$ cat config.mk
export PLATFORM = sky130hd
export DESIGN_NAME = qtdt_ctrl
export DESIGN_NICKNAME = d
export VERILOG_FILES = /design/src/hw/rtl/qtdt_pkg.sv /design/src/hw/rtl/qtdt_ctrl.sv
export SDC_FILE = /design/constraint.sdc
export NUM_CORES = 1
export LEC_CHECK = 0
export ABC_AREA = 1
export BUFFER_PORTS_ARGS = -buffer_cell sky130_fd_sc_hd__buf_2
export CAP_MARGIN = 20
export CORE_ASPECT_RATIO = 1.5
export CORE_MARGIN = 3
export CORE_UTILIZATION = 52
export DETAILED_ROUTE_END_ITERATION = 8
export PLACE_DENSITY = 0.82
export REMOVE_ABC_BUFFERS = 1
export SLEW_MARGIN = 40
export SYNTH_ARGS = -nofsm -noshare
export SYNTH_HDL_FRONTEND = slang
export SYNTH_SLANG_ARGS = --single-unit
$ cat constraint.sdc
create_clock -name i_clk -period 1.72 [get_ports i_clk]
set_clock_uncertainty 0.15 [all_clocks]
set_input_delay 0 -clock i_clk [delete_from_list [all_inputs] [get_ports i_clk]]
set_output_delay 0 -clock i_clk [all_outputs]
set_load 0.05 [all_outputs]
$ cat src/hw/rtl/qtdt_pkg.sv
// Shared types, command/status structs and modular helpers for the quartic trace test.
// No dependencies.
`default_nettype none
package qtdt_pkg;
    localparam int unsigned RadixBits = 64;  // Montgomery radix 2^64
    localparam int unsigned KWidth    = 60;

    typedef logic [RadixBits-1:0] t_word;

    typedef struct packed {
        logic       load;       // take k, form N and exponent
        logic       one_step;   // one := 2*one mod N
        logic       init_poly;  // acc := 1, pw := x, d := 0
        logic       mm_start;   // load multiplier operands
        logic       mm_src_sq;  // a operand from pw instead of acc
        logic       mm_src_t;   // a operand t, b operand 1
        logic       mm_step;    // one radix-2 Montgomery step
        logic       accum;      // d[i+j] += product
        logic       reduce;     // fold d by x^4 = x + 1
        logic       red_to_pw;  // reduce writes pw instead of acc
        logic       shift_e;
        logic       tr1;
        logic       tr2;
        logic       tr3;
        logic       finish;     // latch result
        logic [1:0] idx_i;
        logic [1:0] idx_j;
    } t_cmd;

    typedef struct packed {
        logic k_over;
        logic e_zero;
        logic e_lsb;
        logic e_hi_zero;
    } t_sts;

    // a + b mod n, for a, b < n
    function automatic t_word mod_add(input t_word a, input t_word b, input t_word n);
        logic [RadixBits:0] s;
        s = {1'b0, a} + {1'b0, b};
        if (s >= {1'b0, n}) s = s - {1'b0, n};
        return s[RadixBits-1:0];
    endfunction
endpackage
`default_nettype wire

$ cat src/hw/rtl/qtdt_ctrl.sv
// Controller: sequences constant setup, square-and-multiply, trace and output handshake.
// Depends on qtdt_pkg.
`default_nettype none
module qtdt_ctrl (
    input  wire              i_clk,
    input  wire              i_rst_n,
    input  wire              i_in_valid,
    output logic             o_in_ready,
    output logic             o_out_valid,
    input  wire              i_out_ready,
    input  qtdt_pkg::t_sts   i_sts,
    output qtdt_pkg::t_cmd   o_cmd
);
    import qtdt_pkg::*;

    localparam logic [3:0] S_IDLE = 4'd0,  S_ONE = 4'd1,  S_INIT = 4'd2, S_CHK = 4'd3,
                           S_MMS  = 4'd4,  S_MMR = 4'd5,  S_ACC  = 4'd6, S_RED = 4'd7,
                           S_SHF  = 4'd8,  S_T1  = 4'd9,  S_T2   = 4'd10, S_T3 = 4'd11,
                           S_FMS  = 4'd12, S_FMR = 4'd13, S_FIN  = 4'd14, S_OUT = 4'd15;

    logic [3:0] r_state, n_state;
    logic [5:0] r_cnt, n_cnt;
    logic [1:0] r_i, n_i, r_j, n_j;
    logic       r_sq, n_sq;

    always_ff @(posedge i_clk) begin
        if (!i_rst_n) begin
            r_state <= S_IDLE;
            r_cnt   <= '0;
            r_i     <= '0;
            r_j     <= '0;
            r_sq    <= 1'b0;
        end else begin
            r_state <= n_state;
            r_cnt   <= n_cnt;
            r_i     <= n_i;
            r_j     <= n_j;
            r_sq    <= n_sq;
        end
    end

    always_comb begin
        n_state = r_state;
        n_cnt   = r_cnt;
        n_i     = r_i;
        n_j     = r_j;
        n_sq    = r_sq;
        o_cmd   = '0;
        o_cmd.idx_i     = r_i;
        o_cmd.idx_j     = r_j;
        o_cmd.mm_src_sq = r_sq;
        o_cmd.red_to_pw = r_sq;
        unique case (r_state)
            S_IDLE: begin
                if (i_in_valid) begin
                    o_cmd.load = 1'b1;
                    n_cnt = '0;
                    if (i_sts.k_over) begin
                        o_cmd.finish = 1'b1;
                        n_state = S_OUT;
                    end else begin
                        n_state = S_ONE;
                    end
                end
            end
            S_ONE: begin
                o_cmd.one_step = 1'b1;
                n_cnt = r_cnt + 6'd1;
                if (r_cnt == 6'd63) n_state = S_INIT;
            end
            S_INIT: begin
                o_cmd.init_poly = 1'b1;
                n_state = S_CHK;
            end
            S_CHK: begin
                n_i = '0;
                n_j = '0;
                if (i_sts.e_zero) begin
                    n_state = S_T1;
                end else if (i_sts.e_lsb) begin
                    n_sq = 1'b0;
                    n_state = S_MMS;
                end else begin
                    n_state = S_SHF;
                end
            end
            S_MMS: begin
                o_cmd.mm_start = 1'b1;
                n_cnt = '0;
                n_state = S_MMR;
            end
            S_MMR: begin
                o_cmd.mm_step = 1'b1;
                n_cnt = r_cnt + 6'd1;
                if (r_cnt == 6'd63) n_state = S_ACC;
            end
            S_ACC: begin
                o_cmd.accum = 1'b1;
                n_j = r_j + 2'd1;
                if (r_j == 2'd3) n_i = r_i + 2'd1;
                n_state = (r_i == 2'd3 && r_j == 2'd3) ? S_RED : S_MMS;
            end
            S_RED: begin
                o_cmd.reduce = 1'b1;
                n_state = r_sq ? S_CHK : S_SHF;
            end
            S_SHF: begin
                o_cmd.shift_e = 1'b1;
                n_i = '0;
                n_j = '0;
                if (i_sts.e_hi_zero) begin
                    n_state = S_CHK;
                end else begin
                    n_sq = 1'b1;
                    n_state = S_MMS;
                end
            end
            S_T1: begin
                o_cmd.tr1 = 1'b1;
                n_state = S_T2;
            end
            S_T2: begin
                o_cmd.tr2 = 1'b1;
                n_state = S_T3;
            end
            S_T3: begin
                o_cmd.tr3 = 1'b1;
                n_state = S_FMS;
            end
            S_FMS: begin
                o_cmd.mm_start = 1'b1;
                o_cmd.mm_src_t = 1'b1;
                n_cnt = '0;
                n_state = S_FMR;
            end
            S_FMR: begin
                o_cmd.mm_step = 1'b1;
                n_cnt = r_cnt + 6'd1;
                if (r_cnt == 6'd63) n_state = S_FIN;
            end
            S_FIN: begin
                o_cmd.finish = 1'b1;
                n_state = S_OUT;
            end
            S_OUT: begin
                if (i_out_ready) n_state = S_IDLE;
            end
            default: n_state = S_IDLE;
        endcase
    end

    assign o_in_ready  = (r_state == S_IDLE);
    assign o_out_valid = (r_state == S_OUT);
endmodule
`default_nettype wire

Word level (Yosys, flattened, before mapping)
Cells that the tools add are included.
Widths: inputs -> output; s select.
{"block": "op_classes", "n_mux": 37, "n_eq_ne": 27, "n_reduce_logical": 13, "add_sub_neg": 3}
{"op": "$pmux 4 s16", "count": 1}
{"op": "$mux 4", "count": 9}
{"op": "$eq 4x4->1 const B", "count": 8}
{"op": "$mux 1", "count": 18}
{"op": "$pmux 6 s3", "count": 1}
{"op": "$eq 4x3->1 const B", "count": 4}
{"op": "$ne 2x2->1 const B", "count": 8}
{"op": "$eq 4x2->1 const B", "count": 2}
{"op": "$pmux 2 s2", "count": 2}
{"op": "$add 6x1->6 const B", "count": 1}
{"op": "$eq 6x6->1 const B", "count": 1}
{"op": "$mux 6", "count": 1}
{"op": "$reduce_or 2->1", "count": 3}
{"op": "$reduce_and 5->1", "count": 1}
{"op": "$add 2x1->2 const B", "count": 2}
{"op": "$eq 2x2->1 const B", "count": 2}
{"op": "$eq 4x1->1 const B", "count": 1}
{"op": "$logic_not 4->1", "count": 1}
{"op": "$mux 2", "count": 2}
{"op": "$pmux 1 s2", "count": 2}
{"op": "$reduce_and 2->1", "count": 2}
{"op": "$reduce_and 4->1", "count": 1}
{"op": "$reduce_bool 2->1", "count": 2}
{"op": "$mux 3", "count": 1}
{"op": "other kinds (4)", "count": 4}
{"block": "totals", "elab_cells": 85, "register_bits": 15, "output_inout_bits": 21, "inputBits": 8}

Longest topological paths before layout
Gate-level depths: netlist (run 1).
{"block": "logic_depth", "ltp_word": 4, "depth_mapped": 9, "ltp_nobuf": 9}

Worst setup path after synthesis (run 1)
No wires, ideal clock.
{"block": "synth_timing", "path_type": "reg2out", "start": "register r_state[0]", "end": "output port o_cmd[4] (netlist name)", "stages_incl_launch_ff": 8, "arrival_ns": 2.403, "required_ns": 1.570, "path_slack_ns": -0.833, "path_buffers": 0, "path_cell_list": "dfxtp_1 nor2_4 inv_2 nor2_1 nand2_1 inv_1 nand2_1 o21ai_0"}
{"item": "start: declaration", "line_no": "qtdt_ctrl.sv:21", "rtl": "logic [3:0] r_state, n_state;"}
{"item": "start signal: assignment", "line_no": "qtdt_ctrl.sv:34", "rtl": "r_state <= n_state;"}
{"item": "end: declaration", "line_no": "qtdt_ctrl.sv:12", "rtl": "output qtdt_pkg::t_cmd o_cmd"}

==> results.yml, run 1 <==
status:
  status: "finished clean"
yosys:
  syn_avg_cell_area_sq_um: 6.37
  synth_seq_cells: 15
  seq_area_frac_synth: 0.272
  netlist_area_sq_mm: 0.00110
  yosys_warnings: 0
  synth_cells: 173
  synth.lib_cells_used.distinct: 26
floorplanning:
  initial_core_util: 0.572
  die-height_um: 62.4
  row_count: 19
  core-area_sq_mm: 0.00193
  chipWidth_um: 43.6
  ioPinCount: 29
  die-area_sq_mm: 0.00272
placed_design:
  numPortBuffers: 28
  place.gp.congestion: 0.960
  placed_area_sq_mm: 0.00125
  dp_cells: 219
  dp_hpwl_um: 2240
layout:
  utilization: 0.724
  stdcell_count: 231
  area_growth_pct: 26.4
  fin_area_sq_mm: 0.00139
  drive_gt1_frac: 0.310
  antenna_cells: 0
  nets: 222
worst_setup_path:
  start_kind: "flop"
  endpoint_kind: "output port"
  required_ns: 1.57
  crit_arrival_ns: 1.53
  worst_path_max_delay_cell: "dfxtp_2"
  worstSetupPathType: "flop to output port"
  critPathTopFamily: "buffers and inverters"
  crit_buf_inv: 3
  path_cells: "nor2_4 -> inv_2 -> nor2_4 -> nand2_1 -> inv_1 -> nand2_1 -> o21ai_0 -> buf_4"
  cp_slowest_stage_delay_ns: 0.38
  r2r_slack_ns: 0.22
  crit_fanout: 5
route:
  antenna_left: 0
  drt_iter0_markers: 45
  wirelength_um: 3250
  dr.pass1.iters: 5
  viasPerCell: 5.45
  num_vias: 1258
  wl_per_cell_um: 14.1
  drc: 0
cts:
  clkSinkCount: 15
  path_clk_slew_ns: 0.10
  root_buffer: "clkbuf_4"
  cts_tree: "built"
  htreeDepth: 1
  clock_latency_ns: 0.30
  cts-buffers-inserted: 3
  cts_buffer_depth: 2
timing:
  fin_tns_setup_ns: 0
  maxSlewViolCount: 0
  hold_violations: 0
  max_freq_mhz: 595
  slew_headroom: 0.783
  worst_slew_pin_slew_ns: 0.325
  fin_crit_sh: 0.976
  period_minus_slack_ns: 1.68
  setup_viol: 0
pwr:
  p_per_area_mw_per_mm2: 1550
  peakVddDrop_v: 0.000783
  p_leak_nw: 0.716
global_route:
  grt_max_degree: 11
  grt_pass1_vias: 1187
  grt_overflow: 0
  track_usage: 0.242
  grt_pass1_wl_um: 5030
  antenna_found_initial: 0
flow_run:
  maxCapViolations: 0
hold_path:
  min_path_type: "primary input to flop"
flip-flops by register name, indices dropped and copies added (netlist names):
register,flops
r_state,4
r_sq,1
r_j,2
r_cnt,6
r_i,2
repair_timing:
item,in CTS,in global routing
hold endpoints to repair,8,0
pin swaps,1,1
buffers inserted,1,0
gates resized for setup,4,11
hold buffers,7,0
endpoints found under the setup margin,2,4
where the power goes:
part | leakage, nW | switching [mW] | internal (mW)
sequential | 0.124 | 0.122 | 0.424
combinational | 0.578 | 1.01 | 0.387
clock | 0.0139 | 0.132 | 0.0889
total | 0.716 | 1.27 | 0.900
placed cells by master, fill, tap and decap left out, drive strengths merged:
cell / Yosys / final
clkinvlp: 0 / 1
xor2: 1 / 1
dfxtp: 15 / 15
inv: 22 / 22
buf: 3 / 29
or2: 1 / 1
a21o: 1 / 1
nand2: 50 / 50
clkbuf: 0 / 3
nand4: 2 / 2
xnor2: 1 / 1
o21bai: 1 / 1
nand3: 15 / 15
ha: 3 / 3
clkinv: 1 / 1
o21ai: 4 / 4
dlygate4sd3: 0 / 7
nand3b: 2 / 2
a21oi: 15 / 15
nor2: 36 / 36
worst register-to-register path: stages (launching register included):
cell and delay (ns):
dfxtp_1 0.42, ha_1 0.23, nand2_1 0.07, nor2_1 0.08
nand2_1 0.06, nand2_2 0.07, nand4_2 0.11, nor2_1 0.15
nor2_2 0.04
kinds of logic after synthesis:
| group | count (synthesis) | share of synthesized area |
|---|---|---|
| buffers and inverters | 26 | 0.0987 |
| xor gates and xnor gates | 2 | 0.0159 |
| AOI/OAI and AO/OA | 21 | 0.0999 |
| and+or+nand+nor | 106 | 0.479 |
| DFF | 15 | 0.272 |
| adders and majority gates | 3 | 0.0341 |
cell usage after synthesis:
| library cell | count | area, sq um |
|---|---|---|
| or2_0 | 1 | 6.26 |
| xor2_1 | 1 | 8.76 |
| a21o_1 | 1 | 7.51 |
| o21bai_1 | 1 | 7.51 |
| xnor2_1 | 1 | 8.76 |
| nor2_4 | 5 | 56.3 |
| o21ai_0 | 2 | 10.0 |
| nand3b_4 | 1 | 20.0 |
| o21ai_1 | 2 | 10.0 |
| nand3_1 | 14 | 70.1 |
| nor2_1 | 24 | 90.1 |
| nand4_1 | 1 | 6.26 |
| inv_2 | 5 | 18.8 |
| nand2_2 | 4 | 25.0 |
| nand2_4 | 1 | 11.3 |
| nand2_1 | 45 | 169 |
| nor2_2 | 7 | 43.8 |
| a21oi_1 | 15 | 75.1 |
| clkinv_1 | 1 | 3.75 |
| buf_4 | 3 | 22.5 |
| ha_1 | 3 | 37.5 |
| nand4_2 | 1 | 12.5 |
| dfxtp_1 | 15 | 300 |
| nand3_2 | 1 | 10.0 |
| inv_1 | 17 | 63.8 |
| nand3b_1 | 1 | 7.51 |
per-stage QoR:
stage / power [mW] / hold slack [ns] / setup WS [ns]
3_3_place_gp: 1.76 / 0.169 / 0.248
6_report: 2.17 / 0.0307 / 0.0405
2_1_floorplan: 1.52 / -0.00852 / -0.833
5_1_grt: 2.31 / 0.0468 / -0.0430
3_5_place_dp: 1.79 / 0.179 / 0.212
4_1_cts: 2.06 / 0.0279 / 0.00273
layer usage:
| metal | global-route usage | vias to the layer above | routed length, um | part of all wire |
|---|---|---|---|---|
| li1 | - | 620 | - | - |
| met1 | 0.223 | 564 | 1140 | 0.35 |
| met2 | 0.442 | 59 | 1790 | 0.55 |
| met3 | 0.0259 | 15 | 160 | 0.049 |
| met4 | 0.192 | 0 | 159 | 0.049 |
| met5 | 0 | - | 0 | 0 |
worst paths after layout:
check | start | end | cells past startpoint
min | i_out_ready | r_state[3] | 6
max | r_state[1] | o_cmd[4] | 8
max reg2reg | r_cnt[0] | r_state[1] | 8
min reg2reg | r_cnt[5] | r_cnt[5] | 2
area by class of cell:
class                           instances  area (sq um)
Clock buffer                            3          22.5
Clock inverter                          1          7.51
Fill cell                             158           532
Inverter                               23          91.3
Multi-Input combinational cell        132           716
Sequential cell                        15           310
Tap cell                               21          26.3
Timing Repair Buffer                   36           220
Power figures use the tool's default switching activity.
==> inputs of run 2 (changes only) <==
- ABC_AREA: 1 -> default
- CELL_PAD_IN_SITES_DETAIL_PLACEMENT: default -> 0
- CELL_PAD_IN_SITES_GLOBAL_PLACEMENT: default -> 1
- CORE_UTILIZATION: 52 -> 36
- PLACE_DENSITY: 0.82 -> 0.81
==> run 2 against run 1 <==
Net effect:
- hold slack better by 0.063 ns
- first-iteration DRC count is 36% lower
- global-route usage is 8.1 points lower
- count of clock-buffer cells in the layout is 1 higher
- cell area is 5.7% higher
- via count is 12% lower
- synthesized area is 7.6% lower
- register-to-register slack worse by 0.15 ns
- non-clock buffer count is 15 higher
- core utilization is 17 points lower
- sequential cell count stayed put
==> results.yml, run 2 <==
status:
  status: "finished clean"
floorplanning:
  core-area_sq_mm: 0.00268
  die-area_sq_mm: 0.00352
  ioPinCount: 29
  row_count: 23
  initial_core_util: 0.381
  chipWidth_um: 49.4
  die-height_um: 71.1
global_route:
  grt_pass1_vias: 1057
  grt_overflow: 0
  grt_pass1_wl_um: 4530
  antenna_found_initial: 0
  track_usage: 0.161
  grt_max_degree: 15
pwr:
  peakVddDrop_v: 0.000916
  p_total_mw: 2.26
  p_leak_nw: 0.676
  p_per_area_mw_per_mm2: 1540
layout:
  final_cell_mix: "27 x buf_2, 24 x nor2_1, 16 x buf_4, 11 x nand2_1, 10 x dfxtp_1"
  largestRegisters: "r_cnt x6, r_state x4"
  layout_commonest_cell: "buf_2"
  largest_register_ffs: 6
  stdcell_count: 219
  area_growth_pct: 44.6
  fillers: 271
  antenna_cells: 0
  drive_gt1_frac: 0.390
  nets: 194
  regMostFlops: "r_cnt"
worst_setup_path:
  crit_fanout: 6
  crit_arrival_ns: 1.63
  worstSetupPathType: "flop to flop"
  required_ns: 1.70
  start_kind: "flop"
  endpoint_kind: "flop"
yosys:
  ys.flop_type: "dfxtp_1"
  yosys_warnings: 0
  synth_cells: 136
  synth_seq_cells: 15
  synth_top_area_frac: 0.295
  synth_top_cells_by_area: "dfxtp_1 29%, nor2_1 8.8%, xor2_1 4.3%"
  seq_area_frac_synth: 0.295
  yosysTopAreaCell: "dfxtp_1"
  synth.lib_cells_used.distinct: 40
  netlist_area_sq_mm: 0.00102
  synth_common_cells: "24 x nor2_1, 15 x dfxtp_1, 11 x nand2_1"
  synth-edff-count: 0
  async_reset_ff_frac: 0
  syn_avg_cell_area_sq_um: 7.49
  synth_most_common_cell: "nor2_1"
placed_design:
  dp_hpwl_um: 2280
  place.gp.congestion: 0.870
  numPortBuffers: 28
  dp_cells: 208
cts:
  clkSinkCount: 15
  htreeDepth: 1
  cts-buffers-inserted: 3
  clock_latency_ns: 0.24
  cts_buffer_depth: 2
  root_buffer: "clkbuf_8"
  path_clk_slew_ns: 0.06
  cts_tree: "built"
timing:
  max_freq_mhz: 604
  hold_violations: 0
  setup_viol: 0
  slew_headroom: 0.755
  fin_crit_sh: 0.962
  period_minus_slack_ns: 1.65
  worst_slew_pin_slew_ns: 0.363
  maxSlewViolCount: 0
  rsz0062_at_grt: "yes"
flow_run:
  maxCapViolations: 0
route:
  num_vias: 1113
  wirelength_um: 2890
  dr.pass1.iters: 6
  drc: 0
  antenna_left: 0
  wl_per_cell_um: 13.2
  drt_iter0_markers: 29
  viasPerCell: 5.08
hold_path:
  min_path_type: "primary input to flop"
-- run 2: through the flow --
stage | area, sq um | setup TNS, ns | util | setup slack (ns) | hold WS (ns)
after floorplan | 951 | -11.75 | - | -1.71 | -0.0325
after global placement | 1260 | -0.0740 | 0.470 | -0.0396 | 0.165
after detailed placement | 1260 | -0.351 | 0.470 | -0.144 | 0.173
after CTS | 1370 | 0 | 0.512 | 0.00404 | 0.0679
after global routing | 1470 | -0.0435 | 0.550 | -0.0156 | 0.121
final | 1470 | 0 | 0.550 | 0.0653 | 0.0938
-- run 2: cell type report --
type	instances	area (sq um)	share of cell area
multi-input cells	105	699	0.475
inverters	7	32.5	0.0221
well taps	37	46.3	0.0314
clock buffers	4	45.0	0.0306
flip-flops and latches	15	309	0.210
repair buffers	51	340	0.231
-- run 2: final timing paths --
path | from | endpoint | slack, ns | cells after the start
max | r_state[0] | r_state[0] | 0.07 | 6
min | i_sts[1] | r_sq | 0.09 | 4
max reg2reg | r_state[0] | r_state[0] | 0.07 | 6
min reg2reg | r_i[1] | r_i[1] | 0.36 | 2
-- run 2: cells by family after synthesis --
group,count (synthesis),synth area share
AOI/OAI and AO/OA,32,0.208
xor gates and xnor gates,7,0.0602
adders and majority gates,3,0.0369
buffers and inverters,16,0.0946
DFF,15,0.295
and+or+nand+nor,61,0.286
muxes,2,0.0197
-- run 2: layer usage --
layer | wire length [um] | up-vias | global-route usage
li1 | - | 566 | -
met1 | 1180 | 521 | 0.169
met2 | 1600 | 24 | 0.315
met3 | 93 | 2 | 0.0232
met4 | 13 | 0 | 0.0554
met5 | 0 | - | 0
-- run 2: timing repair --
item                                    CTS  global route
setup buffers                             0             3
resized for setup                         6            23
hold buffers                              4             0
endpoints found under the hold margin     9             0
gates cloned                              0             0
pin swaps                                 0             5
endpoints found under the setup margin    4            12
-- run 2: critical path, cell delays in order, from the launching register on --
cell,delay [ns]
dfxtp_2,0.36
buf_4,0.16
inv_1,0.11
and3_1,0.17
a221o_1,0.30
nor3_1,0.21
nor2_1,0.07
-- run 2: power by group --
| group | internal, mW | switching, mW |
|---|---|---|
| Clock | 0.164 | 0.120 |
| Combinational | 0.565 | 0.934 |
| Sequential | 0.415 | 0.0625 |
